--- src/design/multicore_deadline_list_scheduler_core_defines.svh ---
// assertion macros shared by the scheduler rtl
`ifndef MULTICORE_DEADLINE_LIST_SCHEDULER_CORE_DEFINES_SVH
`define MULTICORE_DEADLINE_LIST_SCHEDULER_CORE_DEFINES_SVH

// condition holds at every edge out of reset
`define DLS_CHECK(lbl, cond, msg) \
  lbl: assert property (@(posedge clk) disable iff (!rst_n) (cond)) else $error(msg);

// same-cycle implication
`define DLS_IMPLIES(lbl, ante, cons, msg) \
  lbl: assert property (@(posedge clk) disable iff (!rst_n) (ante) |-> (cons)) else $error(msg);

// next-cycle implication
`define DLS_NEXT(lbl, ante, cons, msg) \
  lbl: assert property (@(posedge clk) disable iff (!rst_n) (ante) |=> (cons)) else $error(msg);

`endif

--- src/design/dls_pkg.sv ---
`timescale 1ns / 1ps
package dls_pkg;

  localparam int MAX_TASKS_DEF = 64;
  localparam int MAX_CORES_DEF = 8;
  localparam int KEY_W         = 17;
  localparam int DATA_W        = 16;

  typedef enum logic [1:0] {
    OP_INSERT = 2'd0,
    OP_SCHED  = 2'd1,
    OP_CLEAR  = 2'd2
  } op_t;

  typedef enum logic [2:0] {
    ST_OK    = 3'd0,
    ST_MISS  = 3'd1,
    ST_EMPTY = 3'd2,
    ST_STOP  = 3'd3,
    ST_FULL  = 3'd4
  } status_t;

  typedef enum logic [1:0] {
    KM_RELEASE  = 2'd0,
    KM_DEADLINE = 2'd1,
    KM_SUM      = 2'd2
  } key_mode_t;

  typedef enum logic {
    REG_NUM_CORES = 1'b0,
    REG_KEY_MODE  = 1'b1
  } reg_idx_t;

  typedef enum logic [2:0] {
    S_IDLE,
    S_SCAN,
    S_CALC,
    S_RES,
    S_WRITE
  } state_t;

  typedef struct packed {
    logic [DATA_W-1:0] id;
    logic [DATA_W-1:0] exec;
    logic [DATA_W-1:0] rel;
    logic [DATA_W-1:0] dl;
  } task_t;

  // queue chain commands
  typedef struct packed {
    logic ins;
    logic pop;
    logic clr;
  } qctl_t;

  // free-slot chain commands
  typedef struct packed {
    logic push;
    logic pop;
    logic reload;
  } fctl_t;

endpackage

--- src/design/dls_fcell.sv ---
`timescale 1ns / 1ps
module dls_fcell #(
  parameter int SW  = 6,
  parameter int IDX = 0
) (
  input  logic          clk,
  input  logic          rst_n,
  input  dls_pkg::fctl_t ctl,
  input  logic [SW-1:0] new_idx,
  input  logic          prv_v,
  input  logic [SW-1:0] prv_idx,
  input  logic          prv_lt,
  input  logic          nxt_v,
  input  logic [SW-1:0] nxt_idx,
  output logic          v,
  output logic [SW-1:0] idx,
  output logic          lt
);
  import dls_pkg::*;

  logic          v_r, v_nxt;
  logic [SW-1:0] idx_r, idx_nxt;

  assign lt = !v_r || (new_idx < idx_r);

  // free slots stay sorted ascending, head is the lowest free slot
  always_comb begin
    v_nxt   = v_r;
    idx_nxt = idx_r;
    if (ctl.reload) begin
      v_nxt   = 1'b1;
      idx_nxt = SW'(IDX);
    end else if (ctl.pop) begin
      v_nxt   = nxt_v;
      idx_nxt = nxt_idx;
    end else if (ctl.push && lt) begin
      if (prv_lt) begin
        v_nxt   = prv_v;
        idx_nxt = prv_idx;
      end else begin
        v_nxt   = 1'b1;
        idx_nxt = new_idx;
      end
    end
  end

  always_ff @(posedge clk) begin
    if (!rst_n) begin
      v_r   <= 1'b1;
      idx_r <= SW'(IDX);
    end else begin
      v_r   <= v_nxt;
      idx_r <= idx_nxt;
    end
  end

  assign v   = v_r;
  assign idx = idx_r;
endmodule

--- config.mk ---
export PLATFORM = sky130hd
export DESIGN_NAME = dls_fcell
export DESIGN_NICKNAME = d
export VERILOG_FILES = /design/src/design/multicore_deadline_list_scheduler_core_defines.svh /design/src/design/dls_pkg.sv /design/src/design/dls_fcell.sv
export SDC_FILE = /design/constraint.sdc
export NUM_CORES = 1
export LEC_CHECK = 0
export ABC_AREA = 1
export BUFFER_PORTS_ARGS = -buffer_cell sky130_fd_sc_hd__buf_2
export CAP_MARGIN = 20
export CORE_MARGIN = 1
export CORE_UTILIZATION = 45
export DETAILED_ROUTE_END_ITERATION = 12
export PLACE_DENSITY_LB_ADDON = 0.25
export SYNTH_ARGS = -nofsm -noshare
export SYNTH_HDL_FRONTEND = slang
export SYNTH_SLANG_ARGS = --single-unit
--- constraint.sdc ---
create_clock -name clk -period 2.93 [get_ports clk]
set_clock_uncertainty 0.2 [all_clocks]
set_input_delay 0.586 -clock clk [delete_from_list [all_inputs] [get_ports clk]]
set_output_delay 0.586 -clock clk [all_outputs]
set_load 0.01 [all_outputs]
======== Yosys cells after proc, flatten, opt, wreduce, memory -nomap -nowiden ========
Cells that the tools add are included.
word-level totals
  register bits ........................... 7
  input port bits ......................... 26
  output and inout bits ................... 8
cells by class
  order comparisons ....................... 1
  muxes and demuxes ....................... 6
  bitwise gates (word level) .............. 1
  reductions and logical operators ........ 5
operators by type and width
  cell                number
  6-bit 2-to-1 mux    3
  6-bit < comparator  1
  1-bit 2-to-1 mux    3
  2-bit nonzero test  1
  2-bit OR reduction  1
  1-bit logical AND   1
  1-bit logical NOT   1
  1-bit logical OR    1
  1-bit inverter      1

======== Depth between registers and ports, before layout ========
  word-level depth ........................ 5
  mapped depth ............................ 12

======== Worst setup path after synthesis ========
OpenSTA, ideal clock, no wires.
  path type ............................... input to output
  start ................................... input port new_idx[5]
  end ..................................... output port lt
  arrival time ............................ 1.272 ns
  required time ........................... 2.144 ns
  slack ................................... 0.872 ns
  stages .................................. 6
  path buffers ............................ 0
  cells stage by stage .................... ha_1 > nand2_1 > inv_1 > a21oi_2 > nand2_1 > nand2_2
between the ends
  cells in the longest elaborated chain, start to end .. 2
ends and longest elaborated chain
  what                RTL line         RTL
  start: declaration  dls_fcell.sv:9   input logic [SW-1:0] new_idx,
  6-bit < comparator  dls_fcell.sv:24  assign lt = !v_r || (new_idx < idx_r);
  1-bit logical OR    dls_fcell.sv:24
  end: declaration    dls_fcell.sv:17  output logic lt
Every way passes these cells.

======== Final worst setup path ========
Ends and elaborated chain as after synthesis.

==> out/metrics.yaml <==
clock_network:
  post_cts_resized: 0
  cts_tree: "built"
  clk_latency_ns: 0.25
  clkTransAtPathRegs_ns: 0.05
  cts_setup_buffers: 0
  cts_root_buf: "clkbuf_4"
  cts_max_level: 1
  cts_buffer_depth: 2
  numCtsBuffers: 3
  cts_hold_buf: 0
  clkSinkCount: 7
outcome:
  outcome: "finished, final reports clean"
timing:
  fin_setup_tns_ns: 0
  fin_crit_sh_pct: 79.2
  hold_viol_final: 0
  maxSlewViolCount: 0
  setup_violations: 0
  max_slew_margin_pct: 65.0
  period_needed_ns: 2.32
  max_freq_ghz: 0.431
  tightest_slew_ns: 0.523
  rsz0062_at_grt: "false"
cells_and_area:
  n_antenna_cell: 0
  fillerInstances: 115
  layout.nets: 166
  final_area_um2: 790
  drive_above_1_share_pct: 31.3
  area_delta_synth_final_pct: 31.2
critical_path:
  reg2reg_slack_ns: 1.22
  r2r_cells: 10
  cp-endpoint: "lt"
  start_kind: "primary input"
  r2r_start: "idx[5]$_SDFFE_PP0P_"
  crit_arrival_ns: 1.53
  path_class: "in -> out"
  cp_max_fo: 2
  end_kind: "output pin"
  startpoint: "new_idx[5]"
  r2r_end: "idx[1]$_SDFFE_PP0P_"
  cp.required_ns: 2.14
place:
  placed_area_um2: 763
  place.port_buffers: 33
  gp_congestion: 0.715
  dp_hpwl_um: 1090
logic_synthesis:
  ys_seq_elements: 7
  synth_common_cells: "nand2_1 (33), inv_1 (13), nor2_1 (13), dfxtp_1 (7)"
  ys.warnings.count: 0
  yosysUniqueCellTypes: 16
  syn_nets: 131
  synth.top_cell.area_share_pct: 23.3
  yosysMostFrequentCell: "nand2_1"
  synth-edff-count: 0
  syn_avg_cell_area_um2: 6.02
  synthTopCellsByArea: "dfxtp_1 (23%), nand2_1 (21%), ha_1 (10%), inv_1 (8.1%), nor2_1 (8.1%)"
  ys_async_sr_fraction_pct: 0
  ys_seq_area_share_pct: 23.3
  yosys.area.top_type: "dfxtp_1"
  syn-instance-count: 100
  synth_area_um2: 602
  ys.flop_type: "dfxtp_1"
floorplanning:
  die_w_um: 38.6
  die_h_um: 38.6
  io_pins: 34
  die_area_um2: 1490
  coreArea_um2: 1170
  initial_utilization_pct: 51.4
  num_rows: 12
pwr:
  ir_worst_vdd_mv: 0.215
  power.density_nw_per_um2: 370
  p_clk_share_pct: 30.7
  comb_power_share_pct: 33.7
  sw_frac_of_total_pct: 33.0
  p_sw_uw: 96.5
  p_leak_uw: 0.000454
  power_frac_seq_pct: 35.6
  power.internal_uw: 196
detailed_routing:
  drt_iter0_markers: 6
  drc: 0
  dr.pass1.iters: 4
  drtAntennaViolNets: 0
  wire_per_inst_um: 9.29
  vias: 695
  viasPerCell: 4.70
  wl_um: 1380
global_route:
  grt_pass1_vias: 586
  grt_first_pass_wirelength_um: 2180
  grt_usage_pct: 21.4
  grt_remaining_overflow: 0
  grt_start_max_net_pins: 26
  antenna_found_initial: 0
worst_hold_path:
  hold_path.class: "reg -> reg"
  hold_depth: 2
run:
  cap_violations: 0
layout by cell type, fill, tap and decap left out, drive strengths merged:
master,instances
nand2,35
buf,33
inv,14
nor2,13
nand3,8
dfxtp,7
a21oi,7
a31oi,5
ha,5
clkbuf,4
o21ai,3
metal layers:
| metal | share of wire [%] | vias to the layer above | global-route usage, % |
|---|---|---|---|
| met4 | 0.29 | 0 | 7.76 |
| met5 | 0 | - | 0 |
| met1 | 48 | 280 | 25.7 |
| met2 | 46 | 26 | 36.3 |
| met3 | 5.9 | 2 | 5.20 |
| li1 | - | 387 | - |
through the flow:
step / instances / total power, uW / setup slack (ns) / util (%) / hold slack [ns]
finish: 148 / 292 / 0.611 / 67.4 / 0.326
global route: 148 / 317 / 0.527 / 67.4 / 0.357
CTS: 148 / 295 / 0.607 / 67.4 / 0.335
detailed placement: 144 / 205 / 0.610 / 65.2 / 0.327
global placement: 144 / 203 / 0.616 / 65.2 / 0.317
floorplan: 100 / 172 / 0.872 / - / 0.342
worst max-delay path, cell delays in order:
cell	delay, ns
buf_2	0.11
ha_1	0.30
nand2_1	0.09
inv_1	0.05
a21oi_2	0.12
nand2_1	0.07
nand2_2	0.08
buf_2	0.13
worst min path at each step:
stage	from	endpoint	slack [ns]
global route	v$_SDFFE_PP1P_	v$_SDFFE_PP1P_	0.36
floorplan	v$_SDFFE_PP1P_	v$_SDFFE_PP1P_	0.34
global placement	v$_SDFFE_PP1P_	v$_SDFFE_PP1P_	0.32
finish	v$_SDFFE_PP1P_	v$_SDFFE_PP1P_	0.33
CTS	v$_SDFFE_PP1P_	v$_SDFFE_PP1P_	0.33
detailed placement	v$_SDFFE_PP1P_	v$_SDFFE_PP1P_	0.33
flip-flops by register name, summed over array words and instances, names as in the netlist:
register	count
idx	6
v	1
power by group through the flow:
stage	logic [uW]	registers, uW	clock network, uW
3_3_place_gp	96.8	106	0
3_5_place_dp	98.9	106	0
6_report	98.5	104	89.7
4_1_cts	99.5	104	92.0
5_1_grt	112	105	100
2_1_floorplan	63.4	109	0
logic make-up after synthesis:
family / synth area share [%]
DFF: 23.3
AOI/OAI and AO/OA: 14.1
adders and majority gates: 10.4
and+or+nand+nor: 39.9
buffers and inverters: 12.3
cell type report:
type,instances,area [um2],share of cell area [%]
Clock buffer,4,26.3,3.33
Inverter,14,52.6,6.66
Multi-Input combinational cell,76,388,49.1
Sequential cell,7,140,17.7
Tap cell,14,17.5,2.22
Timing Repair Buffer,33,165,20.9
(Power assumes the default switching activity.)
